**config.mk**
```make
export PLATFORM = sky130hd
export DESIGN_NAME = tracker_track_event_decoder
export DESIGN_NICKNAME = d
export VERILOG_FILES = /design/src/tted_pkg.sv /design/src/tted_front.sv /design/src/tted_queue.sv /design/src/tted_back.sv /design/src/tracker_track_event_decoder.sv
export SDC_FILE = /design/constraint.sdc
export NUM_CORES = 2
export LEC_CHECK = 0
export ABC_AREA = 1
export BUFFER_PORTS_ARGS = -buffer_cell sky130_fd_sc_hd__buf_2
export CORE_UTILIZATION = 45
export CTS_BUF_LIST = sky130_fd_sc_hd__clkbuf_4 sky130_fd_sc_hd__clkbuf_8
export CTS_CLUSTER_DIAMETER = 150
export DETAILED_ROUTE_END_ITERATION = 8
export PLACE_DENSITY = 0.56
export SETUP_SLACK_MARGIN = 0.4
export SLEW_MARGIN = 10
export SYNTH_ARGS = -nofsm -noshare
export SYNTH_HDL_FRONTEND = slang
export SYNTH_SLANG_ARGS = --single-unit
```
**constraint.sdc**
```tcl
create_clock -name i_clk -period 12.4 [get_ports i_clk]
set_input_delay 1.86 -clock i_clk [delete_from_list [all_inputs] [get_ports i_clk]]
set_output_delay 1.86 -clock i_clk [all_outputs]
set_load 0.1 [all_outputs]
```
**src/tted_pkg.sv**
```systemverilog
// shared types and constants for the track event decoder
// no dependencies; used by every module under src
`timescale 1ns / 1ps
`default_nettype none

package tted_pkg;

    // defaults for top-level parameters and the config register
    localparam int          MAP_DEPTH_DEF   = 256;
    localparam int          QUEUE_DEPTH_DEF = 4;
    localparam logic [7:0]  MAX_LINES_RESET = 8'd64;

    // command codes in the low six bits of a command byte
    localparam logic [5:0]  CMD_VOLUME  = 6'h3d;
    localparam logic [5:0]  CMD_REST    = 6'h3e;
    localparam logic [5:0]  CMD_SPECIAL = 6'h3f;
    localparam logic [7:0]  BYTE_END    = 8'hff;
    // bit of a special command that selects jump over set speed
    localparam int          JUMP_BIT    = 7;

    localparam int          OUT_DATA_W  = 56;

    typedef enum logic [2:0] {
        EV_NOTE   = 3'd0,
        EV_VOLUME = 3'd1,
        EV_REST   = 3'd2,
        EV_END    = 3'd3,
        EV_JUMP   = 3'd4,
        EV_SPEED  = 3'd5
    } t_kind;

    // role of a byte within its command
    typedef enum logic [1:0] {
        ROLE_SINGLE  = 2'd0,
        ROLE_FIRST   = 2'd1,
        ROLE_OPERAND = 2'd2
    } t_role;

    typedef enum logic {
        PH_CMD     = 1'b0,
        PH_OPERAND = 1'b1
    } t_phase;

    // one classified byte as queued between front and back
    typedef struct packed {
        logic       start;
        t_role      role;
        logic [7:0] first;
        logic [7:0] second;
    } t_cmd;

    typedef struct packed {
        t_kind      kind;
        logic [8:0] line;
        logic [3:0] note_in_octave;
        logic [2:0] octave;
        logic [5:0] instrument;
        logic [3:0] volume;
        logic [7:0] rest_count;
        logic [7:0] speed_value;
        logic [7:0] jump_line;
        logic       track_done;
    } t_event;

endpackage

`default_nettype wire

```
**src/tted_front.sv**
```systemverilog
// front end: accepts track bytes and tags each with its role in a command
// depends on tted_pkg
`timescale 1ns / 1ps
`default_nettype none

module tted_front (
    input  wire logic               i_clk,
    input  wire logic               i_rst_n,
    input  wire logic               i_valid,
    output logic                    o_ready,
    input  wire logic [7:0]         i_byte,
    input  wire logic               i_start,
    input  wire logic               i_full,
    output logic                    o_push,
    output tted_pkg::t_cmd          o_cmd
);

    tted_pkg::t_phase r_phase, n_phase;
    tted_pkg::t_phase phase_eff;
    logic [7:0]       r_held;
    logic             accept;
    logic             single;

    assign o_ready   = !i_full;
    assign accept    = i_valid && !i_full;
    // a track start drops any pending first byte
    assign phase_eff = i_start ? tted_pkg::PH_CMD : r_phase;
    assign single    = ((i_byte[5:0] == tted_pkg::CMD_REST) && (i_byte[7:6] != 2'd0))
                       || (i_byte == tted_pkg::BYTE_END);

    always_comb begin
        n_phase = r_phase;
        if (accept) begin
            unique case (phase_eff)
                tted_pkg::PH_CMD:     n_phase = single ? tted_pkg::PH_CMD
                                                       : tted_pkg::PH_OPERAND;
                tted_pkg::PH_OPERAND: n_phase = tted_pkg::PH_CMD;
                default:              n_phase = tted_pkg::PH_CMD;
            endcase
        end
    end

    always_comb begin
        o_push       = accept;
        o_cmd.start  = i_start;
        o_cmd.role   = tted_pkg::ROLE_FIRST;
        o_cmd.first  = i_byte;
        o_cmd.second = 8'd0;
        unique case (phase_eff)
            tted_pkg::PH_CMD: begin
                o_cmd.role = single ? tted_pkg::ROLE_SINGLE : tted_pkg::ROLE_FIRST;
            end
            tted_pkg::PH_OPERAND: begin
                o_cmd.role   = tted_pkg::ROLE_OPERAND;
                o_cmd.first  = r_held;
                o_cmd.second = i_byte;
            end
            default: ;
        endcase
    end

    always_ff @(posedge i_clk) begin
        if (!i_rst_n) begin
            r_phase <= tted_pkg::PH_CMD;
        end else begin
            r_phase <= n_phase;
        end
    end

    always_ff @(posedge i_clk) begin
        if (accept && (phase_eff == tted_pkg::PH_CMD)) begin
            r_held <= i_byte;
        end
    end

endmodule

`default_nettype wire

```
**src/tted_queue.sv**
```systemverilog
// short fifo of classified bytes between front and back
// depends on tted_pkg
`timescale 1ns / 1ps
`default_nettype none

module tted_queue #(
    parameter int DEPTH = tted_pkg::QUEUE_DEPTH_DEF
) (
    input  wire logic               i_clk,
    input  wire logic               i_rst_n,
    input  wire logic               i_push,
    input  wire tted_pkg::t_cmd     i_data,
    output logic                    o_full,
    output logic                    o_valid,
    output tted_pkg::t_cmd          o_data,
    input  wire logic               i_pop
);

    localparam int PTR_W = (DEPTH > 1) ? $clog2(DEPTH) : 1;
    localparam int CNT_W = $clog2(DEPTH + 1);

    tted_pkg::t_cmd   r_mem [DEPTH];
    logic [PTR_W-1:0] r_wr_ptr, n_wr_ptr;
    logic [PTR_W-1:0] r_rd_ptr, n_rd_ptr;
    logic [CNT_W-1:0] r_count, n_count;
    logic             do_push, do_pop;

    function automatic logic [PTR_W-1:0] ptr_inc(input logic [PTR_W-1:0] p);
        ptr_inc = (p == PTR_W'(DEPTH - 1)) ? '0 : p + PTR_W'(1);
    endfunction

    assign o_full  = (r_count == CNT_W'(DEPTH));
    assign o_valid = (r_count != '0);
    assign o_data  = r_mem[r_rd_ptr];
    assign do_push = i_push && !o_full;
    assign do_pop  = i_pop && o_valid;

    always_comb begin
        n_wr_ptr = do_push ? ptr_inc(r_wr_ptr) : r_wr_ptr;
        n_rd_ptr = do_pop ? ptr_inc(r_rd_ptr) : r_rd_ptr;
        n_count  = r_count;
        if (do_push && !do_pop) begin
            n_count = r_count + CNT_W'(1);
        end else if (do_pop && !do_push) begin
            n_count = r_count - CNT_W'(1);
        end
    end

    always_ff @(posedge i_clk) begin
        if (!i_rst_n) begin
            r_wr_ptr <= '0;
            r_rd_ptr <= '0;
            r_count  <= '0;
        end else begin
            r_wr_ptr <= n_wr_ptr;
            r_rd_ptr <= n_rd_ptr;
            r_count  <= n_count;
        end
    end

    always_ff @(posedge i_clk) begin
        if (do_push) begin
            r_mem[r_wr_ptr] <= i_data;
        end
    end

endmodule

`default_nettype wire

```
**src/tted_back.sv**
```systemverilog
// back end: line counter, offset-to-line map and event generation
// depends on tted_pkg; fed by tted_queue
`timescale 1ns / 1ps
`default_nettype none

module tted_back #(
    parameter int MAP_DEPTH = tted_pkg::MAP_DEPTH_DEF
) (
    input  wire logic               i_clk,
    input  wire logic               i_rst_n,
    input  wire logic [7:0]         i_max_lines,
    input  wire logic               i_cmd_valid,
    input  wire tted_pkg::t_cmd     i_cmd,
    output logic                    o_cmd_pop,
    output logic                    o_ev_valid,
    input  wire logic               i_ev_ready,
    output tted_pkg::t_event        o_ev
);

    localparam int OFS_W = $clog2(MAP_DEPTH);
    // how many multiples of the depth fit below a byte value
    localparam int MAX_Q = 255 / MAP_DEPTH;

    logic [8:0]           r_line, n_line, line_eff;
    logic [OFS_W-1:0]     r_offset, n_offset, offset_eff;
    logic                 r_done, n_done, done_eff;
    logic [MAP_DEPTH-1:0] r_valid, n_valid;
    logic [7:0]           r_mem [MAP_DEPTH];
    logic [7:0]           r_rd;
    logic                 r_jval, jval;
    logic                 r_out_valid;
    tted_pkg::t_event     r_ev, ev;
    logic                 emit, wr_en, pop;
    logic [8:0]           max9;
    logic [5:0]           low;
    logic [3:0]           vol;
    logic [11:0]          sub;
    logic [OFS_W-1:0]     jidx;

    function automatic logic [OFS_W-1:0] ofs_inc(input logic [OFS_W-1:0] o);
        ofs_inc = (o == OFS_W'(MAP_DEPTH - 1)) ? '0 : o + OFS_W'(1);
    endfunction

    // low / 12 as (low * 43) >> 9, exact for six-bit values
    function automatic logic [2:0] div12(input logic [5:0] v);
        logic [11:0] w;
        w = (12'(v) << 5) + (12'(v) << 3) + (12'(v) << 1) + 12'(v);
        div12 = w[11:9];
    endfunction

    assign pop        = i_cmd_valid && (!r_out_valid || i_ev_ready);
    assign o_cmd_pop  = pop;
    assign o_ev_valid = r_out_valid;
    assign max9       = {1'b0, i_max_lines};
    assign low        = i_cmd.first[5:0];
    assign vol        = {i_cmd.second[1:0], i_cmd.first[7:6]};

    assign line_eff   = i_cmd.start ? 9'd0 : r_line;
    assign offset_eff = i_cmd.start ? '0 : r_offset;
    assign done_eff   = i_cmd.start ? 1'b0 : r_done;

    // jump target modulo the map depth
    always_comb begin
        sub = '0;
        for (int k = 1; k <= MAX_Q; k++) begin
            if (12'(i_cmd.second) >= 12'(k * MAP_DEPTH)) begin
                sub = 12'(k * MAP_DEPTH);
            end
        end
        jidx = OFS_W'(12'(i_cmd.second) - sub);
    end

    always_comb begin
        logic [2:0] q;
        q        = div12(low);
        n_line   = line_eff;
        n_offset = offset_eff;
        n_done   = done_eff;
        wr_en    = 1'b0;
        emit     = 1'b0;
        jval     = 1'b0;
        ev       = '0;
        ev.kind  = tted_pkg::EV_NOTE;
        ev.line  = line_eff;
        if (!done_eff) begin
            unique case (i_cmd.role)
                tted_pkg::ROLE_SINGLE, tted_pkg::ROLE_FIRST: begin
                    if (line_eff >= max9) begin
                        n_done = 1'b1;
                    end else begin
                        wr_en    = 1'b1;
                        n_offset = ofs_inc(offset_eff);
                        if (i_cmd.role == tted_pkg::ROLE_SINGLE) begin
                            emit = 1'b1;
                            if (low == tted_pkg::CMD_REST) begin
                                ev.kind       = tted_pkg::EV_REST;
                                ev.rest_count = {6'd0, i_cmd.first[7:6]};
                                n_line        = line_eff + 9'(i_cmd.first[7:6]);
                            end else begin
                                ev.kind = tted_pkg::EV_END;
                                n_line  = max9;
                            end
                        end
                    end
                end
                tted_pkg::ROLE_OPERAND: begin
                    emit     = 1'b1;
                    n_offset = ofs_inc(offset_eff);
                    priority if (low == tted_pkg::CMD_VOLUME) begin
                        ev.kind   = tted_pkg::EV_VOLUME;
                        ev.volume = vol;
                        n_line    = line_eff + 9'd1;
                    end else if (low == tted_pkg::CMD_REST) begin
                        ev.kind       = tted_pkg::EV_REST;
                        ev.rest_count = i_cmd.second;
                        n_line        = line_eff + 9'(i_cmd.second);
                    end else if (low == tted_pkg::CMD_SPECIAL) begin
                        if (i_cmd.first[tted_pkg::JUMP_BIT]) begin
                            ev.kind = tted_pkg::EV_JUMP;
                            jval    = r_valid[jidx];
                            n_line  = max9;
                        end else begin
                            ev.kind        = tted_pkg::EV_SPEED;
                            ev.speed_value = i_cmd.second;
                        end
                    end else begin
                        ev.kind           = tted_pkg::EV_NOTE;
                        ev.octave         = q + 3'd1;
                        ev.note_in_octave = 4'(low - {q, 3'b000} - {1'b0, q, 2'b00});
                        ev.instrument     = i_cmd.second[7:2];
                        ev.volume         = vol;
                        n_line            = line_eff + 9'd1;
                    end
                end
                default: ;
            endcase
            if (emit) begin
                n_done        = (n_line >= max9);
                ev.track_done = n_done;
            end
        end
    end

    always_comb begin
        n_valid = i_cmd.start ? '0 : r_valid;
        if (wr_en) begin
            n_valid[offset_eff] = 1'b1;
        end
    end

    always_ff @(posedge i_clk) begin
        if (!i_rst_n) begin
            r_line      <= 9'd0;
            r_offset    <= '0;
            r_done      <= 1'b0;
            r_valid     <= '0;
            r_out_valid <= 1'b0;
        end else if (pop) begin
            r_line      <= n_line;
            r_offset    <= n_offset;
            r_done      <= n_done;
            r_valid     <= n_valid;
            r_out_valid <= emit;
        end else if (i_ev_ready) begin
            r_out_valid <= 1'b0;
        end
    end

    always_ff @(posedge i_clk) begin
        if (pop && emit) begin
            r_ev   <= ev;
            r_jval <= jval;
        end
    end

    // offset-to-line map, one write and one registered read a cycle, both only when a command is popped
    always_ff @(posedge i_clk) begin
        if (pop && wr_en) begin
            r_mem[offset_eff] <= line_eff[7:0];
        end
        if (pop) begin
            r_rd <= r_mem[jidx];
        end
    end

    always_comb begin
        o_ev           = r_ev;
        o_ev.jump_line = r_jval ? r_rd : 8'd0;
    end

    a_line_range: assert property (@(posedge i_clk) disable iff (!i_rst_n)
        r_line <= 9'd509)
        else $error("line counter out of range");

    a_end_sets_done: assert property (@(posedge i_clk) disable iff (!i_rst_n)
        (pop && emit && ((ev.kind == tted_pkg::EV_END) || (ev.kind == tted_pkg::EV_JUMP)))
        |=> r_done)
        else $error("end or jump did not finish the track");

    a_done_silent: assert property (@(posedge i_clk) disable iff (!i_rst_n)
        (pop && done_eff) |=> !r_out_valid)
        else $error("event produced after track end");

endmodule

`default_nettype wire

```
**src/tracker_track_event_decoder.sv**
```systemverilog
// top level of the track event decoder: ports, config register, front, queue, back
// depends on tted_pkg, tted_front, tted_queue, tted_back
// path: an accepted byte is written to the queue, then its event is registered at the output
// throughput: one byte per cycle sustained while the output takes events; while an event
//   waits on the output the queue takes up to four more beats before tready drops
// reset: synchronous, active low; clears phase, line, offset, done and all map
//   valid bits at once, so no clearing pass is needed; max_track_lines returns to 64
`timescale 1ns / 1ps
`default_nettype none

module tracker_track_event_decoder #(
    parameter int MAP_DEPTH   = tted_pkg::MAP_DEPTH_DEF,
    parameter int QUEUE_DEPTH = tted_pkg::QUEUE_DEPTH_DEF
) (
    input  wire logic                           i_clk,
    input  wire logic                           i_rst_n,
    // track byte input
    input  wire logic                           i_s_tvalid,
    output logic                                o_s_tready,
    input  wire logic [7:0]                     i_s_tdata,   // track_byte
    input  wire logic                           i_s_tuser,   // track_start
    // event output
    output logic                                o_m_tvalid,
    input  wire logic                           i_m_tready,
    // line[8:0], note_in_octave, octave, instrument, volume, rest_count,
    // speed_value, jump_line[49:42], zero fill above
    output logic [tted_pkg::OUT_DATA_W-1:0]     o_m_tdata,
    output logic [2:0]                          o_m_tuser,   // event_kind
    output logic                                o_m_tlast,   // track_done
    // max_track_lines write
    input  wire logic                           i_cfg_valid,
    output logic                                o_cfg_ready,
    input  wire logic [7:0]                     i_cfg_data
);

    logic [7:0]        r_max_lines;
    logic              front_push;
    tted_pkg::t_cmd    front_cmd;
    logic              q_full;
    logic              q_valid;
    tted_pkg::t_cmd    q_cmd;
    logic              q_pop;
    tted_pkg::t_event  ev;

    // config writes are always taken
    assign o_cfg_ready = 1'b1;

    always_ff @(posedge i_clk) begin
        if (!i_rst_n) begin
            r_max_lines <= tted_pkg::MAX_LINES_RESET;
        end else if (i_cfg_valid) begin
            r_max_lines <= i_cfg_data;
        end
    end

    // front: tags each beat as single command, first byte or operand
    tted_front u_front (
        .i_clk   (i_clk),
        .i_rst_n (i_rst_n),
        .i_valid (i_s_tvalid),
        .o_ready (o_s_tready),
        .i_byte  (i_s_tdata),
        .i_start (i_s_tuser),
        .i_full  (q_full),
        .o_push  (front_push),
        .o_cmd   (front_cmd)
    );

    // decouples byte intake from event output stalls
    tted_queue #(
        .DEPTH (QUEUE_DEPTH)
    ) u_queue (
        .i_clk   (i_clk),
        .i_rst_n (i_rst_n),
        .i_push  (front_push),
        .i_data  (front_cmd),
        .o_full  (q_full),
        .o_valid (q_valid),
        .o_data  (q_cmd),
        .i_pop   (q_pop)
    );

    // back: line tracking, map writes, jump lookups, output register
    tted_back #(
        .MAP_DEPTH (MAP_DEPTH)
    ) u_back (
        .i_clk       (i_clk),
        .i_rst_n     (i_rst_n),
        .i_max_lines (r_max_lines),
        .i_cmd_valid (q_valid),
        .i_cmd       (q_cmd),
        .o_cmd_pop   (q_pop),
        .o_ev_valid  (o_m_tvalid),
        .i_ev_ready  (i_m_tready),
        .o_ev        (ev)
    );

    // pack the event fields, lowest field first
    assign o_m_tdata = {6'd0, ev.jump_line, ev.speed_value, ev.rest_count, ev.volume,
                        ev.instrument, ev.octave, ev.note_in_octave, ev.line};
    assign o_m_tuser = ev.kind;
    assign o_m_tlast = ev.track_done;

endmodule

`default_nettype wire
```
==> impl_metrics.json <==
{
  "buffer_ports.inserted": 77,
  "fin_nets": 8591,
  "crit_fanout": 141,
  "ys_async_sr_fraction": 0,
  "rr_worst_depth": 17,
  "power_mw": 29.9,
  "use_met2": 0.396,
  "synth_edf_count": 2187,
  "first_pass_iters": 5,
  "endpoint_kind": "register",
  "num_rows": 174,
  "clk_path_buf_depth": 4,
  "final_common_cell": "nor2_1",
  "dpl_cell_area_um2": 105000,
  "top_level_ports": 85,
  "cts_hold_repair.buffers": 0,
  "cts_max_level": 5,
  "drive_gt1_frac": 0.133,
  "fillers": 19866,
  "ant_nets": 0,
  "grt_pass1_vias": 66409,
  "clk_latency_ps": 1090,
  "fin_tns_setup_ps": 0,
  "peakVddDrop_mv": 0.209,
  "design.core.area_um2": 226000,
  "rrSetupSlack_ps": 5860,
  "grtUsageMet3": 0.0383,
  "die_area_um2": 230000,
  "hold_class": "register to register",
  "wl_mm": 298,
  "cp_top_family": "buffers and inverters",
  "cts.reportedPaths.clkPinSlew_ps": 70,
  "finalWorstSetupSlack_ps": 5860,
  "setup_viol": 0,
  "drc": 0,
  "viasPerCell": 5.83,
  "cp_data_required_time_ps": 13360,
  "holdWs_ps": 477,
  "avgSynthCellArea_um2": 12.0,
  "worstSetupStartpointType": "register",
  "min_from": "u_back.r_valid[126]$_SDFFE_PN0P_",
  "hold_violations": 0,
  "die_w_um": 479,
  "crit_chain": "buf_4, inv_2, nand2_1, nand3_1, nand2_4, buf_12, buf_4, buf_4, buf_4, nor2_1, o311ai_0, o211ai_1, nand3_1, nand3_1, nand3_1, nand3_1, nand2_1",
  "crit_buf_inv": 6,
  "slowest_stage": "buf_4",
  "post-cts-setup-buffers": 0,
  "hold_path_depth": 2,
  "period_share": 0.527,
  "clock-skew-final_ps": 78.5,
  "drv_cap": 0,
  "dpl.hpwl_mm": 165,
  "outcome": "completed",
  "clock_sinks": 2480,
  "yosysSeqAreaShare": 0.698,
  "grt_usage": 0.254,
  "root_buffer": "clkbuf_8",
  "wl_per_cell_um": 25.1,
  "yosys_warnings": 0,
  "r2r_end": "u_back.r_rd[7]$_DFFE_PP_",
  "fp.dieH_um": 479,
  "post-route-util": 0.504,
  "cts_tree": "done",
  "pre_cts_ws_ps": 5780,
  "p_switching_mw": 12.9,
  "max_freq_mhz": 153,
  "tightest_slew_ps": 1280,
  "leakage_nw": 37.7,
  "grt_pass1_wl_mm": 438,
  "intPower_mw": 17.0,
  "path_common_cell": "nand3_1",
  "cts_inserted_buffers": 424,
  "final_area_um2": 114000,
  "synth-main-ff-cell": "edfxtp_1",
  "grt_max_degree": 200,
  "ys_ff_latch": 2480,
  "synth_area_um2": 103000,
  "drt_iter0_drc": 7149,
  "ctsResizeCount": 0,
  "max_stage_delay_ps": 860,
  "path_class": "register to register",
  "cp.arrival_ps": 7490,
  "drv_slew": 0,
  "grt-busiest-layer": "met2",
  "yosysUniqueCellTypes": 63,
  "min_to": "u_back.r_valid[126]$_SDFFE_PN0P_",
  "initial_core_util": 0.455,
  "rsz0062_at_grt": "no",
  "period_minus_slack_ps": 6540,
  "combPwrFrac": 0.416,
  "pwr-share-seq": 0.332,
  "use_met1": 0.360,
  "grt_overflow": 0,
  "num_vias": 69142,
  "antenna_found_initial": 7,
  "synthCells": 8520,
  "p_per_area_nw_per_um2": 263,
  "timing.slew.headroom": 0.142,
  "areaGrowthSynthToFinish_pct": 10.9,
  "stdcell_count": 11857,
  "p_sw_frac": 0.431,
  "most-common-layout-cells": "nor2_1, edfxtp_1, o21ai_0",
  "p_clk_frac": 0.252,
  "dp.cells": 11072,
  "place.gp.congestion": 0.861
}
routing by layer:
metal | vias to the layer above | routed length (um)
li1 | 31233 | -
met1 | 34612 | 130000
met2 | 2740 | 137000
met3 | 555 | 20800
met4 | 2 | 10300
met5 | - | 8
area by class of cell:
class                      count  area (um^2)  share of cell area
antenna                        8         20.0            0.000176
clock buffer                 666         8000              0.0703
clock inverter               110          671             0.00590
inverter                     180          772             0.00679
multi-input combinational   5236        27700               0.243
sequential                  2480        71500               0.629
tap                         2992         3740              0.0329
timing repair buffer         185         1320              0.0116
worst max-delay path by stage:
stage | from | to | slack, ps | cells past startpoint
3_3_place_gp | i_m_tready | u_back.r_mem[1][3]$_DFFE_PP_ | 5930 | 11
3_5_place_dp | i_m_tready | u_back.r_mem[6][3]$_DFFE_PP_ | 5780 | 11
6_report | register | u_back.r_rd[7]$_DFFE_PP_ | 5860 | 17
5_1_grt | register | u_back.r_rd[2]$_DFFE_PP_ | 5440 | 17
4_1_cts | register | u_back.r_mem[6][6]$_DFFE_PP_ | 5880 | 24
2_1_floorplan | register | u_back.o_ev[0]$_SDFFCE_PP0P_ | 1080 | 14
flip-flops by register name, indices dropped and copies added, names as in the netlist, named ones only:
name               count
u_back.r_rd            8
u_back.r_line          9
u_front.r_phase        1
u_queue.r_rd_ptr       2
u_back.o_ev           46
u_queue.r_wr_ptr       2
u_back.r_done          1
u_back.r_jval          1
u_back.r_offset        8
r_max_lines            8
u_back.o_ev_valid      1
u_queue.r_mem         76
u_back.r_valid       256
u_front.r_held         8
u_back.r_mem        2048
u_queue.r_count        3
worst reg2reg max path, cell delays in order, from the launching register on:
cell and delay [ps]:
dfxtp_1 310, buf_4 350, inv_2 370, nand2_1 160, nand3_1 130, nand2_4 450
buf_12 530, buf_4 840, buf_4 820, buf_4 910, nor2_1 150, o311ai_0 430
o211ai_1 210, nand3_1 350, nand3_1 130, nand3_1 100, nand3_1 100, nand2_1 90
cells by family after synthesis:
family / Yosys count / share of synthesized area
adder cells (fa/ha/maj): 62 / 0.00815
AND/OR/NAND/NOR: 3249 / 0.137
buffers and inverters: 809 / 0.0339
flip-flops: 2480 / 0.698
multiplexers: 1 / 0.0000976
AO/OA/AOI/OAI: 1897 / 0.121
XOR/XNOR: 20 / 0.00171
other: 2 / 0.0000732
Yosys cell counts, drive strengths merged (8+ instances only):
master,instances,share of area
fa,8,0.0016
a32oi,9,0.00077
nand2,260,0.010
o311ai,257,0.022
dfxtp,293,0.057
clkbuf,403,0.015
inv,178,0.0066
nor2,2610,0.11
nor3,9,0.00049
o21ai,683,0.033
edfxtp,2187,0.64
ha,54,0.0066
o22ai,28,0.0017
xor2,19,0.0016
buf,226,0.013
o211ai,268,0.020
nand3,341,0.018
o32ai,300,0.026
a21oi,324,0.016
or2,18,0.0011
power by group through the flow:
stage	registers [mW]	clock network (mW)	logic [mW]
after floorplan	10.7	0	7.55
after global placement	10.1	0	12.2
after detailed placement	10.1	0	12.3
after CTS	9.92	7.64	12.4
after global routing	9.93	7.98	13.4
final	9.92	7.51	12.4
(Power assumes the default switching activity.)
